<file path="config.mk">
export PLATFORM = sky130hd
export DESIGN_NAME = rhg_isqrt
export DESIGN_NICKNAME = d
export VERILOG_FILES = /design/src/sv/rhg_isqrt.sv
export SDC_FILE = /design/constraint.sdc
export NUM_CORES = 2
export LEC_CHECK = 0
export ABC_CLOCK_PERIOD_IN_PS = 7400
export BUFFER_PORTS_ARGS = -buffer_cell sky130_fd_sc_hd__buf_4
export CAP_MARGIN = 5
export CORE_MARGIN = 2
export CORE_UTILIZATION = 40
export DETAILED_ROUTE_END_ITERATION = 8
export SLEW_MARGIN = 20
export SYNTH_ARGS = -nofsm -noshare
export SYNTH_HDL_FRONTEND = slang
export SYNTH_SLANG_ARGS = --single-unit
</file>
<file path="constraint.sdc">
create_clock -name clk -period 7.4 [get_ports clk]
set_input_delay 1.11 -clock clk [delete_from_list [all_inputs] [get_ports clk]]
set_output_delay 1.11 -clock clk [all_outputs]
set_load 0.01 [all_outputs]
</file>
<file path="src/sv/rhg_isqrt.sv">
// rhg_isqrt: pipelined floor square root, one result bit per stage;
// no package dependency
module rhg_isqrt #(
  parameter int IN_W = 54
) (
  input  logic              clk,
  input  logic [IN_W-1:0]   rad,
  output logic [IN_W/2-1:0] root
);

  localparam int OUT_W = IN_W / 2;
  localparam int RW = OUT_W + 2;

  logic [RW-1:0]    rem  [1:OUT_W];
  logic [OUT_W-1:0] q    [1:OUT_W];
  logic [IN_W-1:0]  rest [1:OUT_W-1];

  generate
    for (genvar k = 0; k < OUT_W; k++) begin : g_bit
      logic [RW-1:0]    r_in;
      logic [OUT_W-1:0] q_in;
      logic [1:0]       pair;
      logic [RW+1:0]    shifted;
      logic [RW+1:0]    trial;
      logic [RW+1:0]    diff;
      logic             ge;

      if (k == 0) begin : g_first
        assign r_in = '0;
        assign q_in = '0;
        assign pair = rad[IN_W-1 -: 2];
      end else begin : g_next
        assign r_in = rem[k];
        assign q_in = q[k];
        assign pair = rest[k][IN_W-1 -: 2];
      end

      always_comb begin
        shifted = {r_in, pair};
        trial   = {2'b00, q_in, 2'b01};
        ge      = shifted >= trial;
        diff    = shifted - trial;
      end

      always_ff @(posedge clk) begin
        rem[k+1] <= ge ? diff[RW-1:0] : shifted[RW-1:0];
        q[k+1]   <= {q_in[OUT_W-2:0], ge};
      end

      if (k < OUT_W - 1) begin : g_rest
        if (k == 0) begin : g_rest_first
          always_ff @(posedge clk) rest[k+1] <= {rad[IN_W-3:0], 2'b00};
        end else begin : g_rest_next
          always_ff @(posedge clk) rest[k+1] <= {rest[k][IN_W-3:0], 2'b00};
        end
      end
    end
  endgenerate

  assign root = q[OUT_W];

endmodule

</file>
==> results.md <==
- Status: finished clean
- Setup TNS: 0 ps
- Synth Warn #: 0
- Post-synth ARST share: 0%
- Critical path endpoint category: flip-flop
- FMAX: 0.235 GHz
- Critical path class: reg2reg
- Worst Skew: 73.5 ps
- Final net count: about 7.0k
- DR vias: 43.5k
- Number of global-route vias before repair: 42.4k
- Routability Congestion: 0.875
- Inserted Clock Buffers: 182
- Top cell by count, worst path: nor3b_1
- Critical Path Slowest Stage Cell: nor3b_1
- CTS clock-pin slew for the worst setup and hold paths: 60 ps
- Post-CTS setup buffers: 0
- HP Class: reg2reg
- Starting Density: 40.3%
- CP max FO: 24
- Final Max Tran Viols: 0
- Min-delay src: rest[10][37]
- Detail Route Antenna Nets: 0
- Synth area leaders: dfxtp_1 (55%), ha_1 (7.8%), xor2_1 (4.0%)
- Synth cell types: ~80
- Largest area contributor in the netlist: dfxtp_1
- Grt total ovfl: 0
- Pleak: 0.0347 µW
- Max_cap viols: 0
- Initial DRC count: 2,681
- Die ar.: 0.167 mm²
- FF+latch count, synth: about 1.8k
- Hold Crit Depth: 0
- Reg2Reg Setup Slack: between 3000 and 4000 ps
- Placed cell area: 0.0685 mm²
- PortBufs: 81
- Slew margin rel.: between 20% and 30%
- Worst hold slack: 284 ps
- H-Tree Depth: 4
- Power density cells: 345 mW/mm²
- Final Instance Area: 0.0749 mm²
- Net Count, Synth: ~6.9k
- Total track usage: 16.1%
- Worst skew pair latency: 840 ps
- Drt total wl: 136 mm
- Syn_area_per_cell: about 10 µm²
- First-pass GRT wire length: 221 mm
- Die H: 409 µm
- Routed WL per cell: 15.3 µm
- Die width: 409 µm
- Worst-case reg-to-reg path depth: 11
- Slowest stage delay, CP: 740 ps
- Crit path launch type: flip-flop
- Worst path arrival time: 4970 ps
- CTS root buf: clkbuf_16
- Register area share after synthesis: 54.8%
- Initial antenna violation count: 1
- Pre-antenna DRT Iters: 5
- Max Buffers Root-to-Sink: 3
- Share of cells above drive strength 1: 8.00%
- Worst R2R End: rem[0][314]
- Final min period: 4250 ps
- Hold path endpoint: rest[11][39]
- Post-Synthesis Cell Area: 0.0655 mm²
- Top cell type's share of synthesized area: between 50% and 60%
- Row count: ~150
- Vias per cell: around 5
- Area added between synthesis and finish: 14.3%
- Critical path cell sequence: inv_1, ha_1, nor4b_1, nand4_1, or4_1, nand3_1, nor2_1, or3b_2, nor3b_1, nor3b_1, xor2_1
- Clk sink count: around 1.8k
- DRC viols: 0
- Commonest non-fill, non-tap cell in the layout: dfxtp_1
- CP Data Required Time: 8120 ps
- Number of enable flip-flop cells after synthesis: 0
- Max IR drop VDD: between 0.2 and 0.3 mV
- Part of the cycle the worst path needs: between 50% and 60%
- Leading cell types in the layout, fill and taps excluded: dfxtp_1 (1,794), inv_1 (515), nand2_1 (458)
- Largest net degree at the start of global routing: between 40 and 50
- Tightest Pin Transition: 1050 ps
- Hold-fix buffers, CTS: 0
- RSZ-0062 raised after global routing: false
- Core area: 0.163 mm²
- Ports: 82
- Main synth FF type: dfxtp_1
- N_diodes: 0
- TritonCTS clock tree: yes
- Worst r2r src: q[4][35]
- Detailed Place HPWL: 103 mm
- Final Setup Violations: 0
- Final Hold Fails: 0
- Cts repair resizes: 0
- Gate Count Post-Synth: 6,429
cells by family after synthesis:
group,synth area share [%]
AOI/OAI and AO/OA,11.9
xor gates and xnor gates,7.93
adders and majority gates,7.77
buffers and inverters,3.73
DFF,54.8
muxes,1.29
other,0.00572
and+or+nand+nor,12.6
metal layers:
layer,track usage (%),vias to the layer above,routed length [µm]
met4,6.00,2,4360
li1,-,22278,-
met5,0,-,13
met2,26.7,769,62600
met3,2.63,273,4930
met1,21.0,20129,64000
worst max-delay path: cells and delay by family (launching register included):
family	cells	cell delay (ps)
XOR/XNOR	1	170
adder cells (fa/ha/maj)	1	320
buffers and inverters	1	50
flip-flops	1	340
AND/OR/NAND/NOR	8	3290
power by group:
| group | total (µW) | leakage (µW) | switching (µW) | internal (µW) |
|---|---|---|---|---|
| Clock | 9380 | 0.00310 | 3850 | 5530 |
| Sequential | 12500 | 0.0150 | 1230 | 11200 |
| Combinational | 3950 | 0.0166 | 2150 | 1800 |
| Total | 25800 | 0.0347 | 7230 | 18600 |
Yosys cell counts, drive strengths merged (64+ instances only):
master,n
nand2b,75
or3,69
nand3,92
a21o,127
inv,515
xor2,303
nand2,458
o21ai,362
nor4,95
a21oi,378
nor2b,64
clkbuf,116
nand4,64
mux2,70
ha,407
xnor2,290
o21a,79
nor3,143
dfxtp,1794
nor2,371
registers in the layout, indices dropped and copies added (netlist names):
signal,count
rem,714
rest,702
q,378
per-stage QoR:
step / util [%] / worst slack [ps] / std cells / total power [µW]
final: 46.0 / 3150 / 8898 / 25800
after floorplan: - / 3990 / 6429 / 15300
after CTS: 46.0 / 3220 / 8898 / 26100
after global placement: 42.1 / 3470 / 8573 / 16500
after detailed placement: 42.1 / 3300 / 8573 / 16600
after global routing: 46.0 / 2750 / 8898 / 27200
final cells by class:
cell class | instances | area, µm²
fill | 15147 | 87900
timing repair buffer | 98 | 736
inverter | 516 | 1940
tap | 2175 | 2720
multi-input combinational | 3990 | 27200
sequential | 1794 | 35900
clock inverter | 83 | 1210
clock buffer | 242 | 5140
worst max path at each step:
stage,start,to,depth (start not counted)
detailed placement,q[4][35],rem[0][314],11
finish,q[4][35],rem[0][314],11
global route,q[4][35],rem[0][314],11
global placement,q[4][35],rem[0][314],11
floorplan,rem[0][153],rem[0][195],10
CTS,q[4][35],rem[0][314],11
(Power assumes the default switching activity.)
