File: src/sv/rhg_pkg.sv
// rhg_pkg: shared constants, codes and helpers for the heading guidance block
// no dependencies; used by the cordic units and the top level
package rhg_pkg;

  localparam int CORDIC_STAGES_DEFAULT = 16;
  localparam int MAX_STAGES = 24;

  // angle accumulator: 2^31 is pi, with headroom for the table sum
  localparam int ZW = 34;
  // rotation datapath (q30 cos/sin) and vectoring datapath widths
  localparam int ROT_W = 32;
  localparam int VEC_W = 30;
  localparam int VEC_IN_W = 19;

  localparam int SQ1_IN_W = 54;
  localparam int SQ2_IN_W = 36;

  localparam logic signed [ROT_W-1:0] CORDIC_X0 = 32'sd652032874;
  localparam logic [33:0] ARRIVE_DIST2 = 34'd26844;
  localparam logic signed [22:0] PI_Q20 = 23'sd3294199;

  typedef enum logic [2:0] {
    MODE_NONE     = 3'd0,
    MODE_POSITION = 3'd1,
    MODE_VECTOR   = 3'd2,
    MODE_FIELD    = 3'd3,
    MODE_ORIENT   = 3'd4,
    MODE_VELOCITY = 3'd5
  } mode_t;

  typedef enum logic [2:0] {
    REG_MODE           = 3'd0,
    REG_GOAL_X         = 3'd1,
    REG_GOAL_Y         = 3'd2,
    REG_GOAL_HEADING   = 3'd3,
    REG_GOAL_SPEED     = 3'd4,
    REG_GOAL_TURN_RATE = 3'd5,
    REG_FIELD_REF_DIST = 3'd6,
    REG_FIELD_GAIN     = 3'd7
  } reg_index_t;

  // atan(2^-i) with 2^31 equal to pi
  function automatic logic signed [ZW-1:0] atan_entry(input int i);
    logic signed [ZW-1:0] r;
    case (i)
      0:  r = 34'sd536870912;
      1:  r = 34'sd316933405;
      2:  r = 34'sd167458907;
      3:  r = 34'sd85004756;
      4:  r = 34'sd42667331;
      5:  r = 34'sd21354465;
      6:  r = 34'sd10679838;
      7:  r = 34'sd5340245;
      8:  r = 34'sd2670163;
      9:  r = 34'sd1335086;
      10: r = 34'sd667544;
      11: r = 34'sd333772;
      12: r = 34'sd166886;
      13: r = 34'sd83443;
      14: r = 34'sd41721;
      15: r = 34'sd20860;
      16: r = 34'sd10430;
      17: r = 34'sd5215;
      18: r = 34'sd2607;
      19: r = 34'sd1303;
      20: r = 34'sd651;
      21: r = 34'sd325;
      22: r = 34'sd162;
      23: r = 34'sd81;
      default: r = '0;
    endcase
    return r;
  endfunction

  function automatic logic signed [15:0] sat16(input logic signed [23:0] v);
    logic signed [15:0] r;
    if (v > 24'sd32767) begin
      r = 16'sh7fff;
    end else if (v < -24'sd32768) begin
      r = 16'sh8000;
    end else begin
      r = v[15:0];
    end
    return r;
  endfunction

endpackage

File: src/sv/rhg_cordic_rot.sv
// rhg_cordic_rot: pipelined rotation cordic, cos and sin of a binary angle in q30
// depends on rhg_pkg
module rhg_cordic_rot #(
  parameter int STAGES = rhg_pkg::CORDIC_STAGES_DEFAULT
) (
  input  logic                             clk,
  input  logic signed [15:0]               angle,
  output logic signed [rhg_pkg::ROT_W-1:0] cos_q,
  output logic signed [rhg_pkg::ROT_W-1:0] sin_q
);

  localparam int ZW = rhg_pkg::ZW;
  localparam int RW = rhg_pkg::ROT_W;

  logic signed [RW-1:0] x [0:STAGES];
  logic signed [RW-1:0] y [0:STAGES];
  logic signed [ZW-1:0] z [0:STAGES];
  logic                 flip [0:STAGES];

  logic signed [15:0] a_fold;
  logic               a_flip;

  // fold the back half plane onto the front half and negate at the end
  always_comb begin
    a_flip = (angle > 16'sd16384) || (angle < -16'sd16384);
    a_fold = a_flip ? {~angle[15], angle[14:0]} : angle;
  end

  always_ff @(posedge clk) begin
    x[0]    <= rhg_pkg::CORDIC_X0;
    y[0]    <= '0;
    z[0]    <= {{(ZW-32){a_fold[15]}}, a_fold, 16'h0000};
    flip[0] <= a_flip;
  end

  generate
    for (genvar i = 0; i < STAGES; i++) begin : g_stage
      always_ff @(posedge clk) begin
        if (!z[i][ZW-1]) begin
          x[i+1] <= x[i] - (y[i] >>> i);
          y[i+1] <= y[i] + (x[i] >>> i);
          z[i+1] <= z[i] - rhg_pkg::atan_entry(i);
        end else begin
          x[i+1] <= x[i] + (y[i] >>> i);
          y[i+1] <= y[i] - (x[i] >>> i);
          z[i+1] <= z[i] + rhg_pkg::atan_entry(i);
        end
        flip[i+1] <= flip[i];
      end
    end
  endgenerate

  assign cos_q = flip[STAGES] ? -x[STAGES] : x[STAGES];
  assign sin_q = flip[STAGES] ? -y[STAGES] : y[STAGES];

endmodule

File: config.mk
export PLATFORM = sky130hd
export DESIGN_NAME = rhg_cordic_rot
export DESIGN_NICKNAME = d
export VERILOG_FILES = /design/src/sv/rhg_pkg.sv /design/src/sv/rhg_cordic_rot.sv
export SDC_FILE = /design/constraint.sdc
export NUM_CORES = 2
export LEC_CHECK = 0
export BUFFER_PORTS_ARGS = -buffer_cell sky130_fd_sc_hd__buf_4
export CORE_MARGIN = 3
export CORE_UTILIZATION = 47
export CTS_CLUSTER_SIZE = 28
export DETAILED_ROUTE_END_ITERATION = 6
export GPL_TIMING_DRIVEN = 0
export PLACE_DENSITY = 0.63
export SYNTH_ARGS = -nofsm -noshare
export SYNTH_HDL_FRONTEND = slang
export SYNTH_SLANG_ARGS = --single-unit
File: constraint.sdc
create_clock -name clk -period 6.1 [get_ports clk]
set_input_delay 1.22 -clock clk [delete_from_list [all_inputs] [get_ports clk]]
set_output_delay 1.22 -clock clk [all_outputs]
set_load 0.01 [all_outputs]
==> impl_metrics.toml <==
[drt]
antenna_left = 0
wl_per_cell_um = 18.04
first_pass_iters = 7
drc = 2
vias_per_cell = 5.668
first_iter_violations = 6626
route.vias.total = 88066
wl_um = 280300

[setup_path]
cp_slowest_cell = "dfxtp_2"
worstPathArrival_ps = 6570
max_stage_delay_ps = 710
crit_chain = "clkbuf_1, buf_1, nor2_1, xor2_1, ha_1, a211oi_1, o211ai_1, a41oi_1, o21ai_1, nand3_1, a311oi_1, a311oi_1, nor3b_1, or3_1, a21oi_1, xnor2_1"
cpMostUsedCell = "a311oi_1"
crit_fanout = 17
worst_ep_required_time_ps = 6820
start_kind = "register"
end_kind = "register"
path_class = "register to register"

[floorplanning]
die-area_um2 = 227600
die_y_um = 477.1
initial_core_util = 0.4737
coreArea_um2 = 220200
fp.dieW_um = 477.1
rows = 172
io_pins = 81

[placed_design]
routabilityCongestion = 0.9350
postPlaceCellArea_um2 = 108600
io_buffer_count = 80
dp_hpwl_um = 227600

[logic_synthesis]
postSynth.asyncResetShare = 0
synth_edf_count = 0
yosys.area.top_type = "dfxtp_1"
ys_warn_count = 0
yosysUniqueCellTypes = 100
netlist_area_um2 = 104300
postSynthCellCount = 12201
synth_top_area_frac = 0.2691
synth-seq-area-share = 0.2691
synth-seq-cells = 1402
syn_nets = 13680
netlist_top_cells_area = "dfxtp_1 27%, ha_1 17%, xnor2_1 9.7%"
synthFlopType = "dfxtp_1"
syn_area_per_cell_um2 = 8.548

[cts]
ctsRootBufferMaster = "clkbuf_16"
clk_latency_ps = 850
htree_levels = 4
tritoncts = "done"
clkTransAtPathRegs_ps = 60
cts_buffers = 159
cts_sinks = 1402
hold_buffers = 0
clk_path_buf_depth = 3

[run_status]
status = "finished, violations left"
violations = "design-rule violations"

[layout]
stdcell_area_um2 = 114400
drive_above_1_share = 0.04358
num-nets-final = 13924
areaGrowthSynthToFinish_pct = 9.723

[timing]
finalSetupViolations = 0
fmax_mhz = 171.2
fin_crit_ps = 5841
clock_skew_ps = 61.83
rsz0062_at_grt = "false"
period_share = 0.9575
slew_headroom = 0.1213
tightest_slew_ps = 1318
hold_violations = 0
setup_tns_ps = 0
slew_violations = 0

[global_route]
grtUsageTotal = 0.2360
grt_max_degree = 34
first_global_vias = 83222
grt.overflow.total = 0
antenna_found_initial = 10
grt_pass1_wl_um = 445200

[flow_run]
drv_cap = 0

[hold_path]
hp-class = "register to register"
==> cell type report <==
class | instances | area [um2]
fillers | 20567 | 105700
inverters | 498 | 1887
diodes | 4 | 10.01
repair inverters | 3 | 15.01
repair buffers | 82 | 615.6
flip-flops and latches | 1402 | 28080
well taps | 2958 | 3701
multi-input cells | 10140 | 73740
clock buffers | 205 | 4342
plain buffers | 159 | 616.8
clock inverters | 87 | 1426
==> what timing repair did <==
item / 4_1_cts / 5_1_grt
resized for setup: 7 / 15
gates cloned: 1 / 2
buffers inserted: 0 / 2
endpoints found under the setup margin: 23 / 20
pin swaps: 0 / 0
==> final timing paths <==
kind,startpoint,to,slack (ps),cells after the start
worst max-delay path,z[6][33],x[7][30],260,16
worst min register to register,flip[0][6],flip[0][7],300,0
worst min-delay path,flip[0][6],flip[0][7],300,0
worst max register to register,z[6][33],x[7][30],260,16
==> registers in the layout (all words and copies together), names as in the netlist <==
signal / count
flip: 17
x: 456
y: 481
z: 448
==> kinds of logic after synthesis <==
logic type | Yosys count | synth area share
simple gates | 3172 | 0.1487
flops | 1402 | 0.2691
mux | 113 | 0.01149
compound gates | 3643 | 0.2213
fa+ha+maj | 1462 | 0.1785
buf+inv | 659 | 0.02385
xor+xnor | 1750 | 0.1470
==> cell usage after synthesis, types with 39 or more instances <==
cell and n:
ha_1 1419, dfxtp_1 1402, a21oi_1 1299, xnor2_1 1151
nor2_1 1087, o21ai_0 601, xor2_1 598, a21o_1 539
nand2_1 535, inv_1 495, nor3_1 319, o21a_1 236
nand3_1 210, nand2b_1 197, nor2b_1 163, a31oi_1 141
a211oi_1 127, clkbuf_1 120, o21bai_1 118, and3_1 108
nand4_1 86, and2_1 81, nor4_1 78, or3_1 66
mux2i_1 59, o31ai_1 55, mux2_2 54, nor3b_1 47
o211ai_1 47, or2_2 46, fa_1 43, or4_1 41
a21boi_0 40, o41ai_1 40, o31a_1 39
==> routing by layer <==
| metal | up-vias | track usage | routed length, um |
|---|---|---|---|
| met5 | - | 0 | 13 |
| met2 | 2185 | 0.3782 | 122800 |
| met1 | 41117 | 0.3367 | 136600 |
| li1 | 44435 | - | - |
| met4 | 2 | 0.05340 | 5733 |
| met3 | 327 | 0.02934 | 15120 |
==> per-stage QoR <==
stage / hold slack, ps / setup slack [ps] / cells / util
4_1_cts: 295.7 / 18.64 / 15532 / 0.5195
3_3_place_gp: 312.1 / -567.6 / 15239 / 0.4933
6_report: 302.8 / 259.3 / 15538 / 0.5198
3_5_place_dp: 312.1 / -534.7 / 15239 / 0.4933
2_1_floorplan: 309.6 / 1625 / 12201 / -
5_1_grt: 312.3 / 15.88 / 15535 / 0.5197
==> cells in the final DEF, fill, tap and decap left out, types with 127 or more instances in the layout <==
| cell type | synthesis | layout |
|---|---|---|
| a31oi_1 | 141 | 141 |
| clkbuf_1 | 120 | 143 |
| clkbuf_16 | 0 | 159 |
| inv_1 | 495 | 492 |
| a21oi_1 | 1299 | 1299 |
| nor3_1 | 319 | 319 |
| nand2_1 | 535 | 535 |
| xnor2_1 | 1151 | 1151 |
| ha_1 | 1419 | 1419 |
| xor2_1 | 598 | 598 |
| o21ai_0 | 601 | 600 |
| nand3_1 | 210 | 210 |
| o21a_1 | 236 | 236 |
| nor2_1 | 1087 | 1087 |
| dfxtp_1 | 1402 | 1396 |
| nor2b_1 | 163 | 163 |
| a211oi_1 | 127 | 127 |
| nand2b_1 | 197 | 197 |
| a21o_1 | 539 | 539 |
==> critical path, delay by kind of cell, from the launching register on <==
family          cells  cell delay, ps
fa+ha+maj           1             340
buf+inv             2            1140
simple gates        4             730
flops               1             710
compound gates      7            2320
xor+xnor            2             430
Power is left out: the tool's default activity adds up to more than one toggle a clock period on the data nets, which glitch-free logic cannot reach.
