[src/sv/rhg_pkg.sv]
// rhg_pkg: shared constants, codes and helpers for the heading guidance block
// no dependencies; used by the cordic units and the top level
package rhg_pkg;

  localparam int CORDIC_STAGES_DEFAULT = 16;
  localparam int MAX_STAGES = 24;

  // angle accumulator: 2^31 is pi, with headroom for the table sum
  localparam int ZW = 34;
  // rotation datapath (q30 cos/sin) and vectoring datapath widths
  localparam int ROT_W = 32;
  localparam int VEC_W = 30;
  localparam int VEC_IN_W = 19;

  localparam int SQ1_IN_W = 54;
  localparam int SQ2_IN_W = 36;

  localparam logic signed [ROT_W-1:0] CORDIC_X0 = 32'sd652032874;
  localparam logic [33:0] ARRIVE_DIST2 = 34'd26844;
  localparam logic signed [22:0] PI_Q20 = 23'sd3294199;

  typedef enum logic [2:0] {
    MODE_NONE     = 3'd0,
    MODE_POSITION = 3'd1,
    MODE_VECTOR   = 3'd2,
    MODE_FIELD    = 3'd3,
    MODE_ORIENT   = 3'd4,
    MODE_VELOCITY = 3'd5
  } mode_t;

  typedef enum logic [2:0] {
    REG_MODE           = 3'd0,
    REG_GOAL_X         = 3'd1,
    REG_GOAL_Y         = 3'd2,
    REG_GOAL_HEADING   = 3'd3,
    REG_GOAL_SPEED     = 3'd4,
    REG_GOAL_TURN_RATE = 3'd5,
    REG_FIELD_REF_DIST = 3'd6,
    REG_FIELD_GAIN     = 3'd7
  } reg_index_t;

  // atan(2^-i) with 2^31 equal to pi
  function automatic logic signed [ZW-1:0] atan_entry(input int i);
    logic signed [ZW-1:0] r;
    case (i)
      0:  r = 34'sd536870912;
      1:  r = 34'sd316933405;
      2:  r = 34'sd167458907;
      3:  r = 34'sd85004756;
      4:  r = 34'sd42667331;
      5:  r = 34'sd21354465;
      6:  r = 34'sd10679838;
      7:  r = 34'sd5340245;
      8:  r = 34'sd2670163;
      9:  r = 34'sd1335086;
      10: r = 34'sd667544;
      11: r = 34'sd333772;
      12: r = 34'sd166886;
      13: r = 34'sd83443;
      14: r = 34'sd41721;
      15: r = 34'sd20860;
      16: r = 34'sd10430;
      17: r = 34'sd5215;
      18: r = 34'sd2607;
      19: r = 34'sd1303;
      20: r = 34'sd651;
      21: r = 34'sd325;
      22: r = 34'sd162;
      23: r = 34'sd81;
      default: r = '0;
    endcase
    return r;
  endfunction

  function automatic logic signed [15:0] sat16(input logic signed [23:0] v);
    logic signed [15:0] r;
    if (v > 24'sd32767) begin
      r = 16'sh7fff;
    end else if (v < -24'sd32768) begin
      r = 16'sh8000;
    end else begin
      r = v[15:0];
    end
    return r;
  endfunction

endpackage

[src/sv/rhg_cordic_vec.sv]
// rhg_cordic_vec: pipelined vectoring cordic, bearing of (dx, dy) as a binary angle
// depends on rhg_pkg
module rhg_cordic_vec #(
  parameter int STAGES = rhg_pkg::CORDIC_STAGES_DEFAULT
) (
  input  logic                                clk,
  input  logic signed [rhg_pkg::VEC_IN_W-1:0] dx,
  input  logic signed [rhg_pkg::VEC_IN_W-1:0] dy,
  output logic signed [15:0]                  angle
);

  localparam int ZW = rhg_pkg::ZW;
  localparam int W = rhg_pkg::VEC_W;
  localparam int IW = rhg_pkg::VEC_IN_W;

  logic signed [W-1:0]  x [0:STAGES];
  logic signed [W-1:0]  y [0:STAGES];
  logic signed [ZW-1:0] z [0:STAGES];
  logic                 zero [0:STAGES];

  logic signed [W-1:0]  xs;
  logic signed [W-1:0]  ys;
  logic signed [W-1:0]  x_pre;
  logic signed [W-1:0]  y_pre;
  logic signed [ZW-1:0] z_pre;
  logic signed [ZW-1:0] z_rnd;

  // inputs scaled by 256, left half plane turned by a quarter first
  always_comb begin
    xs = {{(W-IW-8){dx[IW-1]}}, dx, 8'h00};
    ys = {{(W-IW-8){dy[IW-1]}}, dy, 8'h00};
    x_pre = xs;
    y_pre = ys;
    z_pre = '0;
    if (xs[W-1]) begin
      if (!ys[W-1]) begin
        x_pre = ys;
        y_pre = -xs;
        z_pre = 34'sd1073741824;
      end else begin
        x_pre = -ys;
        y_pre = xs;
        z_pre = -34'sd1073741824;
      end
    end
  end

  always_ff @(posedge clk) begin
    x[0]    <= x_pre;
    y[0]    <= y_pre;
    z[0]    <= z_pre;
    zero[0] <= (dx == '0) && (dy == '0);
  end

  generate
    for (genvar i = 0; i < STAGES; i++) begin : g_stage
      always_ff @(posedge clk) begin
        if (!y[i][W-1]) begin
          x[i+1] <= x[i] + (y[i] >>> i);
          y[i+1] <= y[i] - (x[i] >>> i);
          z[i+1] <= z[i] + rhg_pkg::atan_entry(i);
        end else begin
          x[i+1] <= x[i] - (y[i] >>> i);
          y[i+1] <= y[i] + (x[i] >>> i);
          z[i+1] <= z[i] - rhg_pkg::atan_entry(i);
        end
        zero[i+1] <= zero[i];
      end
    end
  endgenerate

  // round half up to 16 bits; the robot on the target reads as angle 0
  assign z_rnd = z[STAGES] + 34'sd32768;
  assign angle = zero[STAGES] ? 16'sd0 : z_rnd[31:16];

endmodule

[config.mk]
export PLATFORM = sky130hd
export DESIGN_NAME = rhg_cordic_vec
export DESIGN_NICKNAME = d
export VERILOG_FILES = /design/src/sv/rhg_pkg.sv /design/src/sv/rhg_cordic_vec.sv
export SDC_FILE = /design/constraint.sdc
export NUM_CORES = 2
export LEC_CHECK = 0
export BUFFER_PORTS_ARGS = -buffer_cell sky130_fd_sc_hd__buf_4
export CORE_ASPECT_RATIO = 0.6
export CORE_MARGIN = 10
export CORE_UTILIZATION = 40
export CTS_BUF_LIST = sky130_fd_sc_hd__clkbuf_16
export DETAILED_ROUTE_END_ITERATION = 12
export GPL_ROUTABILITY_DRIVEN = 0
export SETUP_SLACK_MARGIN = 0.5
export SLEW_MARGIN = 5
export SYNTH_ARGS = -nofsm -noshare
export SYNTH_HDL_FRONTEND = slang
export SYNTH_SLANG_ARGS = --single-unit
[constraint.sdc]
create_clock -name clk -period 6 [get_ports clk]
set_clock_uncertainty 0.2 [all_clocks]
set_input_delay 1.8 -clock clk [delete_from_list [all_inputs] [get_ports clk]]
set_output_delay 1.8 -clock clk [all_outputs]
set_load 0.01 [all_outputs]
==> run summary <==
## Die
• 0.401 — Initial Util
• 260000 um^2 — area of the die
• 239000 um^2 — core outline area
• 399 um — Die Span Y
• 139 — count of standard-cell rows
• 55 — Top Ports
• 652 um — DIE WIDTH

## Global routing
• 455000 um — first-pass GRT wire length
• 30 — antenna violations before repair
• 0.218 — GRT Overall Usage
• 76 — largest net degree at the start of global routing
• 0 — total congestion overflow after global routing
• 76.5k — via count of the first global-routing pass

## Final layout
• ha_1 — most common library cell in the layout ignoring fill and taps
• 9.29% — Syn-to-layout area delta
• 1292 x ha_1, 1254 x dfxtp_1, 1223 x a21oi_1 — most frequent cells in the layout
• 23.3k — Filler Cell Count
• 0.439 — final core utilization
• 0.0367 — proportion of layout cells with a drive suffix above 1
• 12.9k — Final nets

## Setup path
• 5.74 ns — Worst Path Arrival
• 6.49 ns — required time reported for the critical path endpoint
• flop — kind of start point of the critical path
• reg -> reg — path type of the worst setup path
• a311oi_1 — Crit-path slowest cell
• 5 — Max Fanout on Critical Path
• flop — kind of end point of the critical path
• inv_1 -> ha_1 -> nor2b_1 -> a21oi_1 -> xnor2_1 -> ha_1 -> a21o_1 -> a21oi_1 -> o21ai_1 -> a311oi_1 -> a211o_1 -> a41oi_1 -> a41o_1 -> a2111oi_0 -> o21bai_1 -> xor2_1 — cell breakdown of the critical path
• 0.97 ns — crit-path max cell delay
• 0.75 ns — reg2reg setup slack

## Yosys
• 11.5k — gate count after technology mapping
• 96 — number of distinct standard cells referenced by the synthesized netlist
• 0.265 — sequential-to-total area share from yosys stat
• 1267 — FF+latch count, synth
• 95800 um^2 — Cell Area, Synth
• 0 — share of async-settable or async-resettable flops after synthesis
• 8.36 um^2 — per-instance average area after synthesis
• 0 — EDFF count, synth
• 0 — synth warn
• dfxtp_1 — most used flip-flop cell after synthesis

## STA
• false — setup repair after global routing missed its margin
• 0 ns — Total Neg Setup Slack
• 0.149 — tightest slew margin relative to the limit
• 0 — final count of negative-setup-slack endpoints
• 0.876 — final period utilization
• 0 — number of endpoints with negative hold slack in the final report
• 0 — Final Slew Violations
• 5.25 ns — clock period minus final worst setup slack
• 1.27 ns — Slew @ Worst Pin
• 0.110 ns — worst slack on hold paths
• 0.190 GHz — upper clock frequency limit

## Detailed routing
• 0 — Routed Antenna Nets
• 5.75 — ratio of routed vias to standard cells
• 8 — number of iterations in the first detailed-routing pass
• 9365 — Iter 0 DRT Violations
• 298000 um — overall routed net length
• 0 — remaining design rule violation count
• 85.1k — via total after detailed routing
• 20.1 um — average wire length per cell after detail routing

## Clocking
• built — clock tree from TritonCTS
• 0.81 ns — insertion delay to the later sink of the worst-skew pair
• 144 — number of buffers added by the clock tree synthesis step
• 0 — total setup buffers inserted after CTS
• 0.07 ns — clock slew at the register clock pins of the worst setup and hold paths
• 0 — count of cells resized by post-cts repair
• 0 — CTS Hold Bufs
• 4 — CTS Buffer Depth
• 4 — H-tree depth reported by CTS
• 1267 — CTS sink count
• clkbuf_16 — CTS Root Buffer Type

## Place
• 244000 um — Post-DP HPWL
• 54 — Buffers on Ports

## Run
• 0 — number of maximum-capacitance violations

## Outcome
• finished, final reports clean — run status

## Worst hold path
• reg -> reg — Hold Path Class

cell families (layout without fill, tap and decap cells):
group | Yosys count | after routing | share of synthesized area
AND/OR/NAND/NOR | 3159 | 3159 | 0.159
other | 1 | 33 | 0.0000392
AO/OA/AOI/OAI | 3333 | 3333 | 0.220
XOR/XNOR | 1585 | 1585 | 0.145
flip-flops | 1267 | 1267 | 0.265
multiplexers | 56 | 56 | 0.00625
adder cells (fa/ha/maj) | 1326 | 1326 | 0.176
buffers and inverters | 729 | 877 | 0.0286
metrics by stage:
stage	cells	area, um^2	worst slack (ns)
finish	14800	105000	0.746
global route	14800	105000	0.506
CTS	14800	105000	0.912
detailed placement	14500	99800	0.973
global placement	14500	99800	1.04
floorplan	11500	95800	1.51
registers in the layout, summed over array words and instances (netlist names):
register,cells
x,402
y,421
z,427
zero,17
final cells by class:
type	instances	area [um^2]	share of cell area
Antenna cell	30	75.1	0.000717
Clock buffer	151	3780	0.0361
Clock inverter	96	1010	0.00967
Inverter	529	1990	0.0190
Multi-Input combinational cell	9462	67700	0.647
Sequential cell	1267	25400	0.243
Tap cell	3172	3970	0.0379
Timing Repair Buffer	101	758	0.00724
path summary, 6_finish.rpt:
check / from / depth (start not counted) / to
worst min-delay path: z[1][31] / 0 / z[2][31]
worst max register to register: x[5][5] / 16 / y[6][29]
worst min register to register: z[1][31] / 0 / z[2][31]
worst max-delay path: x[5][5] / 16 / y[6][29]
worst max-delay path, delay by kind of cell, from the launching register on:
family                     cells  cell delay (ns)
buffers and inverters          1             0.07
DFF                            1             0.36
adders and majority gates      2             0.49
xor gates and xnor gates       2             0.43
and+or+nand+nor                1             0.51
AOI/OAI and AO/OA             10             3.07
cells in the mapped netlist (all sizes together), types with 34 or more instances:
cell type | n | area, um^2
o21ai | 555 | 2780
ha | 1292 | 16200
dfxtp | 1267 | 25400
nor2 | 1077 | 4040
nor3 | 304 | 1530
o21bai | 168 | 1260
or3 | 72 | 450
nand2b | 172 | 1080
a21o | 487 | 3660
or2 | 42 | 263
a211oi | 86 | 646
clkbuf | 185 | 694
and3 | 166 | 1040
nor2b | 204 | 1280
o41ai | 50 | 483
and2 | 62 | 388
a211o | 34 | 298
o21a | 153 | 1150
a31oi | 138 | 876
inv | 524 | 1970
nand4 | 90 | 563
xnor2 | 1015 | 8890
nand3 | 179 | 896
o31ai | 63 | 493
o211ai | 44 | 330
nand2 | 579 | 2170
fa | 34 | 681
xor2 | 570 | 4990
a21oi | 1225 | 6140
nor4 | 82 | 513
metal layers:
layer  vias to the layer above  track usage  share of wire
li1                      41100            -              -
met1                     40000        0.369           0.54
met2                      3667        0.245           0.31
met3                       294       0.0817           0.13
met4                        26       0.0296          0.012
met5                         -            0        0.00050
Power is left out: the tool's default activity adds up to more than one toggle a clock period on the data nets, which glitch-free logic cannot reach.
